===== config.mk =====
export PLATFORM = sky130hd
export DESIGN_NAME = one_wire_bus_master
export DESIGN_NICKNAME = d
export VERILOG_FILES = /design/src/sv/owbm_pkg.sv /design/src/sv/one_wire_bus_master.sv
export SDC_FILE = /design/constraint.sdc
export NUM_CORES = 1
export LEC_CHECK = 0
export CORE_ASPECT_RATIO = 0.5
export CORE_MARGIN = 2
export CORE_UTILIZATION = 35
export DETAILED_ROUTE_END_ITERATION = 7
export DONT_BUFFER_PORTS = 1
export PLACE_DENSITY = 0.55
export SLEW_MARGIN = 20
export SYNTH_ARGS = -nofsm -noshare
export SYNTH_HDL_FRONTEND = slang
export SYNTH_SLANG_ARGS = --single-unit

===== constraint.sdc =====
create_clock -name i_clk -period 4.5 [get_ports i_clk]
set_input_delay 0.45 -clock i_clk [delete_from_list [all_inputs] [get_ports i_clk]]
set_output_delay 0.45 -clock i_clk [all_outputs]
set_load 0.01 [all_outputs]

===== src/sv/owbm_pkg.sv =====
`timescale 1ns / 1ps

package owbm_pkg;

    localparam int CFG_COUNT = 8;
    localparam int CFG_W     = 12;
    localparam int CFG_IDX_W = 3;

    localparam logic [CFG_IDX_W-1:0] CFG_RESET_IDLE  = 3'd0;
    localparam logic [CFG_IDX_W-1:0] CFG_RESET_LOW   = 3'd1;
    localparam logic [CFG_IDX_W-1:0] CFG_PRES_WAIT   = 3'd2;
    localparam logic [CFG_IDX_W-1:0] CFG_W1_LOW      = 3'd3;
    localparam logic [CFG_IDX_W-1:0] CFG_W1_HIGH     = 3'd4;
    localparam logic [CFG_IDX_W-1:0] CFG_W0_LOW      = 3'd5;
    localparam logic [CFG_IDX_W-1:0] CFG_W0_HIGH     = 3'd6;
    localparam logic [CFG_IDX_W-1:0] CFG_READ_LOW    = 3'd7;

    localparam logic [CFG_W-1:0] CFG_RESET_VAL [CFG_COUNT] = '{
        12'd1000, 12'd1000, 12'd60, 12'd2, 12'd62, 12'd65, 12'd5, 12'd5
    };

    localparam logic [1:0] OP_NONE  = 2'd0;
    localparam logic [1:0] OP_RESET = 2'd1;
    localparam logic [1:0] OP_WRITE = 2'd2;
    localparam logic [1:0] OP_READ  = 2'd3;

    localparam logic [7:0] CRC_POLY = 8'h8C;

    typedef enum logic [3:0] {
        PH_IDLE      = 4'd0,
        PH_RST_IDLE1 = 4'd1,
        PH_RST_LOW   = 4'd2,
        PH_RST_WAIT  = 4'd3,
        PH_RST_IDLE2 = 4'd4,
        PH_W_LOW     = 4'd5,
        PH_W_HIGH    = 4'd6,
        PH_R_LOW     = 4'd7,
        PH_R_WAIT    = 4'd8,
        PH_R_TAIL    = 4'd9
    } t_phase;

    typedef struct packed {
        logic [1:0] operation;
        logic [7:0] write_data;
        logic       crc_restart;
        logic       line_level;
    } t_bus_in;

    typedef struct packed {
        logic       drive_low;
        logic       busy_res;
        logic       done_res;
        logic       presence_detected;
        logic [7:0] rx_byte;
        logic [7:0] crc_value;
        logic       command_ignored;
    } t_bus_out;

endpackage


===== src/sv/one_wire_bus_master.sv =====
`timescale 1ns / 1ps
// Each accepted word has its result word registered at the edge that accepts it.
// Throughput: one word per cycle; the output register decouples the two sides,
// so a new word is taken whenever the result register is empty or being read.
// Timing of bus phases is counted in accepted words (ticks), not clock cycles.
// Reset (i_rst_n low, synchronous): phase idle, counters/CRC/read byte cleared,
// configuration registers loaded with their default slot timings.
module one_wire_bus_master
    import owbm_pkg::*;
#(
    parameter int READ_SAMPLE_TICKS = 5,
    parameter int READ_TAIL_TICKS   = 70,
    parameter int COUNTER_BITS      = 12
) (
    input  logic                 i_clk,
    input  logic                 i_rst_n,
    input  logic                 i_cfg_valid,
    output logic                 o_cfg_ready,
    input  logic [CFG_IDX_W-1:0] i_cfg_index,
    input  logic [CFG_W-1:0]     i_cfg_data,
    input  logic                 i_in_valid,
    output logic                 o_in_ready,
    input  t_bus_in              i_in_word,
    output logic                 o_out_valid,
    input  logic                 i_out_ready,
    output t_bus_out             o_out_word
);

    localparam int CW = COUNTER_BITS;

    logic [CFG_W-1:0] r_cfg [CFG_COUNT];

    t_phase         r_phase, n_phase, w_phase_s;
    logic [CW-1:0]  r_tick, n_tick;
    logic [2:0]     r_bit, n_bit;
    logic [7:0]     r_shift, n_shift;
    logic [7:0]     r_crc, n_crc;
    logic           r_pres, n_pres;
    logic [1:0]     r_cmd, n_cmd;
    logic [7:0]     r_last, n_last;

    logic           r_out_valid;
    t_bus_out       r_out_word;

    logic           w_in_acc;
    logic           w_done, w_ign, w_busy, w_drive;
    logic [CW-1:0]  w_raw, w_lim;
    logic [CW:0]    w_inc;
    logic           w_mix;

    assign o_cfg_ready = 1'b1;
    assign o_in_ready  = !r_out_valid || i_out_ready;
    assign w_in_acc    = i_in_valid && o_in_ready;
    assign o_out_valid = r_out_valid;
    assign o_out_word  = r_out_word;

    always_ff @(posedge i_clk) begin
        if (!i_rst_n) begin
            for (int k = 0; k < CFG_COUNT; k++) begin
                r_cfg[k] <= CFG_RESET_VAL[k];
            end
        end else if (i_cfg_valid && o_cfg_ready) begin
            r_cfg[i_cfg_index] <= i_cfg_data;
        end
    end

    // phase seen by this word, after a possible command start
    always_comb begin
        w_phase_s = r_phase;
        if (r_phase == PH_IDLE) begin
            unique case (i_in_word.operation)
                OP_RESET: w_phase_s = PH_RST_IDLE1;
                OP_WRITE: w_phase_s = PH_W_LOW;
                OP_READ:  w_phase_s = PH_R_LOW;
                default:  w_phase_s = PH_IDLE;
            endcase
        end
    end

    always_comb begin
        n_phase = w_phase_s;
        n_tick  = r_tick;
        n_bit   = r_bit;
        n_shift = r_shift;
        n_crc   = r_crc;
        n_pres  = r_pres;
        n_cmd   = r_cmd;
        n_last  = r_last;
        w_done  = 1'b0;
        w_ign   = 1'b0;
        w_raw   = '0;
        w_lim   = '0;
        w_inc   = '0;
        w_mix   = 1'b0;

        if (r_phase != PH_IDLE) begin
            w_ign = (i_in_word.operation != OP_NONE);
        end else if (i_in_word.operation != OP_NONE) begin
            n_cmd  = i_in_word.operation;
            n_tick = '0;
            n_bit  = '0;
            if (i_in_word.operation == OP_WRITE) begin
                n_shift = i_in_word.write_data;
            end else if (i_in_word.operation == OP_READ) begin
                n_shift = '0;
                if (i_in_word.crc_restart) begin
                    n_crc = '0;
                end
            end
        end

        unique case (w_phase_s)
            PH_RST_IDLE1, PH_RST_IDLE2: w_raw = CW'(r_cfg[CFG_RESET_IDLE]);
            PH_RST_LOW:  w_raw = CW'(r_cfg[CFG_RESET_LOW]);
            PH_RST_WAIT: w_raw = CW'(r_cfg[CFG_PRES_WAIT]);
            PH_W_LOW:    w_raw = n_shift[0] ? CW'(r_cfg[CFG_W1_LOW])
                                            : CW'(r_cfg[CFG_W0_LOW]);
            PH_W_HIGH:   w_raw = n_shift[0] ? CW'(r_cfg[CFG_W1_HIGH])
                                            : CW'(r_cfg[CFG_W0_HIGH]);
            PH_R_LOW:    w_raw = CW'(r_cfg[CFG_READ_LOW]);
            PH_R_WAIT:   w_raw = CW'(READ_SAMPLE_TICKS);
            default:     w_raw = CW'(READ_TAIL_TICKS);
        endcase
        w_lim = (w_raw == '0) ? CW'(1) : w_raw;
        w_inc = {1'b0, n_tick} + (CW+1)'(1);

        if (w_phase_s != PH_IDLE) begin
            if (w_inc >= {1'b0, w_lim}) begin
                n_tick = '0;
                unique case (w_phase_s)
                    PH_RST_IDLE1: n_phase = PH_RST_LOW;
                    PH_RST_LOW:   n_phase = PH_RST_WAIT;
                    PH_RST_WAIT: begin
                        n_pres  = !i_in_word.line_level;
                        n_phase = PH_RST_IDLE2;
                    end
                    PH_RST_IDLE2: begin
                        n_phase = PH_IDLE;
                        w_done  = 1'b1;
                    end
                    PH_W_LOW:     n_phase = PH_W_HIGH;
                    PH_W_HIGH: begin
                        n_shift = {1'b0, n_shift[7:1]};
                        if (n_bit == 3'd7) begin
                            n_phase = PH_IDLE;
                            w_done  = 1'b1;
                        end else begin
                            n_bit   = n_bit + 3'd1;
                            n_phase = PH_W_LOW;
                        end
                    end
                    PH_R_LOW:     n_phase = PH_R_WAIT;
                    PH_R_WAIT: begin
                        n_shift = {i_in_word.line_level, n_shift[7:1]};
                        w_mix   = n_crc[0] ^ i_in_word.line_level;
                        n_crc   = {1'b0, n_crc[7:1]} ^ (w_mix ? CRC_POLY : 8'h00);
                        n_phase = PH_R_TAIL;
                    end
                    PH_R_TAIL: begin
                        if (n_bit == 3'd7) begin
                            n_last  = n_shift;
                            n_phase = PH_IDLE;
                            w_done  = 1'b1;
                        end else begin
                            n_bit   = n_bit + 3'd1;
                            n_phase = PH_R_LOW;
                        end
                    end
                    default: n_phase = PH_IDLE;
                endcase
            end else begin
                n_tick = w_inc[CW-1:0];
            end
        end
    end

    always_comb begin
        w_busy  = (w_phase_s != PH_IDLE);
        w_drive = (w_phase_s == PH_RST_LOW) || (w_phase_s == PH_W_LOW)
               || (w_phase_s == PH_R_LOW);
    end

    always_ff @(posedge i_clk) begin
        if (!i_rst_n) begin
            r_phase     <= PH_IDLE;
            r_tick      <= '0;
            r_bit       <= '0;
            r_shift     <= '0;
            r_crc       <= '0;
            r_pres      <= 1'b0;
            r_cmd       <= OP_NONE;
            r_last      <= '0;
            r_out_valid <= 1'b0;
        end else if (w_in_acc) begin
            r_phase     <= n_phase;
            r_tick      <= n_tick;
            r_bit       <= n_bit;
            r_shift     <= n_shift;
            r_crc       <= n_crc;
            r_pres      <= n_pres;
            r_cmd       <= n_cmd;
            r_last      <= n_last;
            r_out_valid <= 1'b1;
        end else if (i_out_ready) begin
            r_out_valid <= 1'b0;
        end
    end

    always_ff @(posedge i_clk) begin
        if (w_in_acc) begin
            r_out_word.drive_low         <= w_drive;
            r_out_word.busy_res          <= w_busy;
            r_out_word.done_res          <= w_done;
            r_out_word.presence_detected <= n_pres;
            r_out_word.rx_byte           <= n_last;
            r_out_word.crc_value         <= n_crc;
            r_out_word.command_ignored   <= w_ign;
        end
    end

    a_done_busy: assert property (@(posedge i_clk) disable iff (!i_rst_n)
        (r_out_valid && r_out_word.done_res) |-> r_out_word.busy_res)
        else $error("done without busy");

    a_drive_busy: assert property (@(posedge i_clk) disable iff (!i_rst_n)
        (r_out_valid && r_out_word.drive_low) |-> r_out_word.busy_res)
        else $error("bus driven while not busy");

    a_ignored: assert property (@(posedge i_clk) disable iff (!i_rst_n)
        w_in_acc |=> (r_out_valid && (r_out_word.command_ignored ==
            ($past(r_phase != PH_IDLE) && $past(i_in_word.operation != OP_NONE)))))
        else $error("ignored flag mismatch");

    a_cmd_active: assert property (@(posedge i_clk) disable iff (!i_rst_n)
        (r_phase != PH_IDLE) |-> (r_cmd != OP_NONE))
        else $error("sequence running without a command");

    a_bit_idle: assert property (@(posedge i_clk) disable iff (!i_rst_n)
        (r_phase == PH_IDLE && r_cmd != OP_NONE) |-> (r_tick == '0))
        else $error("tick count not cleared at sequence end");

endmodule

Word-level counts from Yosys, hierarchy flattened
Memory sizes are Yosys's and may differ from the RTL's.
Index checks and enable logic that the tools add are counted.
{ "totals": {"rom_bits": 0, "in_bits": 32, "reg_bits": 66, "ramBits": 96, "latch_bits": 0, "mem_count": 1, "output_inout_bits": 24} }
{ "memory_table": {"columns": ["memory", "depth", "word_bits", "rd", "rd_ports_with_merged_regs", "wr", "line", "source"], "rows": [
  ["r_cfg", 8, 12, 8, 0, 8, "one_wire_bus_master.sv:31", "logic [CFG_W-1:0] r_cfg [CFG_COUNT];"]
]} }
{ "op_classes": {"n_lt_le_gt_ge": 1, "n_mux": 55, "n_eq_ne": 13, "n_addsub": 2, "n_shift": 0, "reduce_logical": 16, "multipliers": 0, "div": 0, "n_bitwise": 2} }
{ "ops": {"columns": ["cell", "n"], "rows": [
  ["two-way mux 8 bit", 19],
  ["two-way mux 12 bit", 8],
  ["one-hot mux 12 bit (7 select lines)", 1],
  ["one-hot mux 4 bit (8 select lines)", 1],
  ["two-way mux 3 bit", 9],
  ["equality test 4 x 3 -> 1 bit (second input constant)", 4],
  ["one-hot mux 8 bit (2 select lines)", 1],
  ["adder 12 x 1 -> 13 bit (second input constant)", 1],
  [">= comparator 13 x 12 -> 1 bit", 1],
  ["zero test 12 bit", 1],
  ["two-way mux 4 bit", 3],
  ["OR reduction 12 bit", 1],
  ["two-way mux 1 bit", 11],
  ["one-hot mux 3 bit (3 select lines)", 1],
  ["equality test 4 x 2 -> 1 bit (second input constant)", 2],
  ["equality test 4 bit (second input constant)", 2],
  ["nonzero test 4 bit", 2],
  ["XOR 7 x 8 -> 8 bit", 1],
  ["equality test 2 bit (second input constant)", 2],
  ["equality test 4 x 1 -> 1 bit (second input constant)", 1],
  ["zero test 4 bit", 1],
  ["nonzero test 2 bit", 2],
  ["OR reduction 2 bit", 2],
  ["adder 3 x 1 -> 3 bit (second input constant)", 1],
  ["other kinds (8)", 11]
]} }

Longest topological paths before layout
{ "logic_depth": {"depth_word": 12, "ltp_mapped": 21} }

Worst setup path after synthesis
OpenSTA, ideal clock, no wires.
{ "synth_timing": {"kind": "register -> register", "startpoint": "register r_phase[1]", "endpoint": "register r_shift[1]", "path_slack_ps": 97, "required_ps": 4429, "setup_ps": 71, "arrival_time_ps": 4332, "path_stages_with_launch": 22, "synth_period_minus_slack_ps": 4403, "cell_sequence": "dfxtp_1 > buf_2 > or4_4 > o21ai_2 > and2_1 > buf_4 > buf_2 > mux2i_1 > o21ai_0 > a21oi_1 > nand4_1 > o21ai_1 > ha_1 > nand2b_1 > a21o_1 > a21oi_1 > o21ai_1 > a2111oi_4 > or3_1 > buf_2 > mux2_1 > o21ai_1"} }
{ "synth_via": {"elab_chain_cells": 10} }
{ "synth_lines": {"columns": ["item", "line", "source"], "rows": [
  ["from (decl)", "one_wire_bus_master.sv:33", "t_phase r_phase, n_phase, w_phase_s;"],
  ["from (signal assigned)", "one_wire_bus_master.sv:195", "r_phase <= n_phase;"],
  ["zero test 4 bit", "one_wire_bus_master.sv:70", "if (r_phase == PH_IDLE) begin"],
  ["two-way mux 4 bit", "one_wire_bus_master.sv:70", null],
  ["equality test 4 x 1 -> 1 bit / equality test 4 x 3 -> 1 bit (equally long branches)", "one_wire_bus_master.sv:112", "unique case (w_phase_s)"],
  ["OR reduction 2 bit", "one_wire_bus_master.sv:112", null],
  ["one-hot mux 12 bit (7 select lines)", "one_wire_bus_master.sv:112", null],
  ["zero test 12 bit", "one_wire_bus_master.sv:124", "w_lim = (w_raw == '0) ? CW'(1) : w_raw;"],
  ["two-way mux 12 bit", "one_wire_bus_master.sv:124", null],
  [">= comparator 13 x 12 -> 1 bit", "one_wire_bus_master.sv:128", "if (w_inc >= {1'b0, w_lim}) begin"],
  ["two-way mux 8 bit", "one_wire_bus_master.sv:128", null],
  ["two-way mux 8 bit *", "one_wire_bus_master.sv:127", "if (w_phase_s != PH_IDLE) begin"],
  ["to (signal assigned)", "one_wire_bus_master.sv:198", "r_shift <= n_shift;"],
  ["to (decl)", "one_wire_bus_master.sv:36", "logic [7:0] r_shift, n_shift;"]
]} }
Mark *: on every way between the ends. The rest lies on a longest branch, timed or not.
A chain may end at the register's enable or synchronous reset.

Worst setup path after layout
{ "layout_timing": {"startpoint": "register r_phase[0]", "endpoint": "register r_last[7]"} }
{ "layout_via": {"elab_chain_cells": 10} }
{ "layout_lines": {"columns": ["item", "line", "source"], "rows": [
  ["zero test 4 bit", "one_wire_bus_master.sv:70", null],
  ["two-way mux 4 bit", "one_wire_bus_master.sv:70", null],
  ["equality test 4 x 1 -> 1 bit / equality test 4 x 3 -> 1 bit (equally long branches)", "one_wire_bus_master.sv:112", null],
  ["OR reduction 2 bit", "one_wire_bus_master.sv:112", null],
  ["one-hot mux 12 bit (7 select lines)", "one_wire_bus_master.sv:112", null],
  ["zero test 12 bit", "one_wire_bus_master.sv:124", null],
  ["two-way mux 12 bit", "one_wire_bus_master.sv:124", null],
  [">= comparator 13 x 12 -> 1 bit", "one_wire_bus_master.sv:128", null],
  ["two-way mux 8 bit", "one_wire_bus_master.sv:128", null],
  ["two-way mux 8 bit *", "one_wire_bus_master.sv:127", null],
  ["to (signal assigned)", "one_wire_bus_master.sv:202", "r_last <= n_last;"],
  ["to (decl)", "one_wire_bus_master.sv:40", "logic [7:0] r_last, n_last;"]
]} }
Marked as above.

==> flow_metrics.tcl <==
set metrics [dict create \
    status "completed" \
    crit_chain "or4_4 > buf_4 > o22ai_2 > buf_6 > buf_12 > a222oi_1 > buf_4 > o21ai_2 > a21oi_1 > buf_4 > buf_4 > buf_4 > ha_1 > nand2_1 > o21ai_1 > o211a_1 > a2111oi_4 > buf_6 > buf_4 > nor3_2 > clkbuf_16 > nor2_2 > a211oi_2" \
    finalCritPeriodShare_pct 96.61 \
    yosysMostFrequentCell "edfxtp_1" \
    crit_required_ns 4.84 \
    internal_power_mw 2.757 \
    yosys.area.top_type "edfxtp_1" \
    wl_per_cell_um 18.76 \
    routed-via-count 5897 \
    syn_area_sq_mm 0.008064 \
    startpoint_type "flop" \
    critPathTopFamily "buffers and inverters" \
    grt_max_degree 29 \
    power_density_mw_per_mm2 376.7 \
    syn_inst 748 \
    antenna_found_initial 0 \
    p_clk_share_pct 38.6 \
    crit_slowest_cell "or4_4" \
    synth_compound_area_share_pct 13.11 \
    synth_commonest_cells "edfxtp_1, and2_1, nand2_1" \
    path_class "reg2reg" \
    cts_hold_buf 0 \
    period_needed_ns 4.347 \
    max_cap_violations 0 \
    first_pass_iters 6 \
    synth_xor_xnor_area_share_pct 1.303 \
    worstHoldPathType "in2reg" \
    antenna_cells 0 \
    slew_headroom_pct 42.90 \
    cts_buffers 17 \
    regArea_sq_mm 0.004419 \
    ys_ff_latch 162 \
    fin_cells 1120 \
    first_iter_violations 678 \
    crit_path_max_fanout 8 \
    setup_viol 0 \
    nets 846 \
    max_slew.worst_pin.slew_ns 0.8476 \
    hpwl_um 14020 \
    muxShareOfSynthArea_pct 5.369 \
    clockBufferDepth 2 \
    portBuffers 0 \
    grt_remaining_overflow 0 \
    clock_latency_ns 0.43 \
    critPathCaptureType "flop" \
    power_leakage_nw 3.505 \
    wl_um 21010 \
    synthAdderAreaFrac_pct 2.172 \
    top_level_ports 56 \
    cts_tree "done" \
    via_per_inst 5.265 \
    synth.distinct_cells 66 \
    die_x_um 218.7 \
    p_sw_share_pct 25.71 \
    fin_tns_setup_ns 0 \
    synth_area_leaders "edfxtp_1, dfxtp_1, and2_1" \
    worst_ep_arrival_time_ns 4.69 \
    dieArea_sq_mm 0.02434 \
    cts-root-buf "clkbuf_16" \
    max_freq_ghz 0.2300 \
    ant_nets 0 \
    synth_top_family_by_area "simple AND/OR/NAND/NOR gates" \
    drive_above_1_share_pct 23.74 \
    grt_pass1_wl_um 32770 \
    vdd_drop_max_uv 264.3 \
    rows 39 \
    gp_congestion 0.8083 \
    rsz0062_at_grt "yes" \
    avgSynthCellArea_sq_um 10.78 \
    placed_cells 1075 \
    critPathMaxStageDelay_ns 0.54 \
    multi_input_area_sq_mm 0.003651 \
    core_area_sq_mm 0.02274 \
    grt_pass1_vias 5708 \
    remaining_drc_errors 0 \
    grt_usage_pct 17.36 \
    finClkSkew_ns 0.007580 \
    start_util_pct 35.46 \
    h-tree-depth 4 \
    die_y_um 111.3 \
    path_clk_slew_ns 0.06 \
    synth-simple-area-share_pct 20.42 \
    synth_top_cell_area_share_pct 43.57 \
    ys_seq_area_share_pct 54.74 \
    hold_viol 0 \
    cpMostUsedCell "buf_4" \
    synth_ff_type "edfxtp_1" \
    power_switching_mw 0.9543 \
    areaGrowthSynthToFinish_pct 22.17 \
    async_flop_share_pct 0 \
    synth_nets 794 \
    fill_cells 2149 \
    power_frac_seq_pct 46.0 \
    cts_sinks 162 \
    path_buf_inv 10 \
    synth_edf_count 117 \
    combPwrFrac_pct 15.4 \
    yosys_warnings 0 \
    slew_violations 0 \
]
-- through the flow --
step           util [%]  setup slack [ns]  hold WS, ns  area (sq um)  power [mW]
2_1_floorplan         -           0.09669       0.4371          8064       2.025
3_3_place_gp      38.90          -0.08725       0.4472          8845       2.234
3_5_place_dp      38.90          -0.07893       0.4488          8845       2.238
4_1_cts           41.81           0.01147      0.09767          9508       3.690
5_1_grt           43.33          -0.04848      0.08957          9852       3.859
6_report          43.33            0.1526       0.1091          9852       3.712
-- power groups by stage --
stage	sequential, mW	combinational, mW	clock (mW)
after floorplan	1.73	0.297	0
after global placement	1.74	0.498	0
after detailed placement	1.74	0.501	0
after CTS	1.71	0.524	1.46
after global routing	1.71	0.621	1.53
final	1.71	0.573	1.43
-- worst reg2reg max path, cell delays in order (launching register included) --
cell,delay [ns]
dfxtp_4,0.36
or4_4,0.54
buf_4,0.17
o22ai_2,0.20
buf_6,0.16
buf_12,0.12
a222oi_1,0.11
buf_4,0.16
o21ai_2,0.07
a21oi_1,0.08
buf_4,0.14
buf_4,0.12
buf_4,0.12
ha_1,0.29
nand2_1,0.08
o21ai_1,0.16
o211a_1,0.22
a2111oi_4,0.06
buf_6,0.15
buf_4,0.13
nor3_2,0.35
clkbuf_16,0.26
nor2_2,0.05
a211oi_2,0.18
-- layout make-up --
| cell class | instances | area share [%] |
|---|---|---|
| Clock inverter | 13 | 1.372 |
| Inverter | 6 | 0.2286 |
| Multi-Input combinational cell | 533 | 37.06 |
| Tap cell | 307 | 3.899 |
| Clock buffer | 19 | 4.394 |
| Timing Repair Buffer | 80 | 8.192 |
| Sequential cell | 162 | 44.86 |
-- flip-flops by register name, indices dropped and copies added, names as in the netlist --
register,cells
o_out_valid,1
o_out_word,21
r_bit,3
r_cfg,96
r_crc,8
r_last,8
r_phase,4
r_pres,1
r_shift,8
r_tick,12
-- layout by cell type (no fill, tap or decap), types with 4 or more instances in the layout --
cell / count
nand3_1: 36
clkbuf_16: 21
nor3_1: 8
nand2_1: 59
mux2_4: 4
mux2_1: 4
nand4_1: 4
o21ai_1: 14
dfxtp_1: 43
xor2_1: 9
nand2b_1: 20
o2bb2ai_1: 4
o21ai_0: 18
buf_12: 6
a211oi_2: 7
and2_1: 74
inv_1: 5
a222oi_1: 8
edfxtp_1: 117
a22o_1: 7
nor3b_1: 9
mux2_2: 15
ha_1: 14
or3_1: 22
o21ai_2: 5
a21oi_1: 48
buf_4: 60
nor2_1: 41
buf_6: 7
a21oi_2: 10
nor2_2: 11
a211oi_1: 4
mux2i_1: 16
-- worst paths after layout --
kind	end	slack, ns	depth (start not counted)	start
worst min-delay path	r_pres$_SDFFE_PN0P_	0.11	1	i_in_word[0]
worst max register to register	r_last[7]$_SDFFE_PN0P_	0.15	23	r_phase[0]$_SDFFE_PN0P_
worst max-delay path	r_last[7]$_SDFFE_PN0P_	0.15	23	r_phase[0]$_SDFFE_PN0P_
worst min register to register	r_shift[1]$_SDFFE_PN0P_	0.46	2	r_shift[1]$_SDFFE_PN0P_
-- layer usage --
metal	track usage [%]	up-vias	wire, um	share of wire (%)
li1	-	2858	-	-
met2	27.72	133	9916	47
met5	0	-	0	0
met1	23.68	2885	9906	47
met4	4.730	0	277	1.3
met3	4.153	21	904	4.3
-- what timing repair did --
item | CTS | global route
setup buffers | 4 | 6
gates cloned | 1 | 3
gates resized for setup | 12 | 67
pin swaps | 5 | 34
endpoints found under the setup margin | 34 | 61
-- logic make-up after synthesis --
group / Yosys count
muxes: 40
DFF: 162
AOI/OAI and AO/OA: 158
adders and majority gates: 14
xor gates and xnor gates: 12
buffers and inverters: 53
and+or+nand+nor: 308
other: 1
No activity file was read; power rests on OpenSTA's default activity.
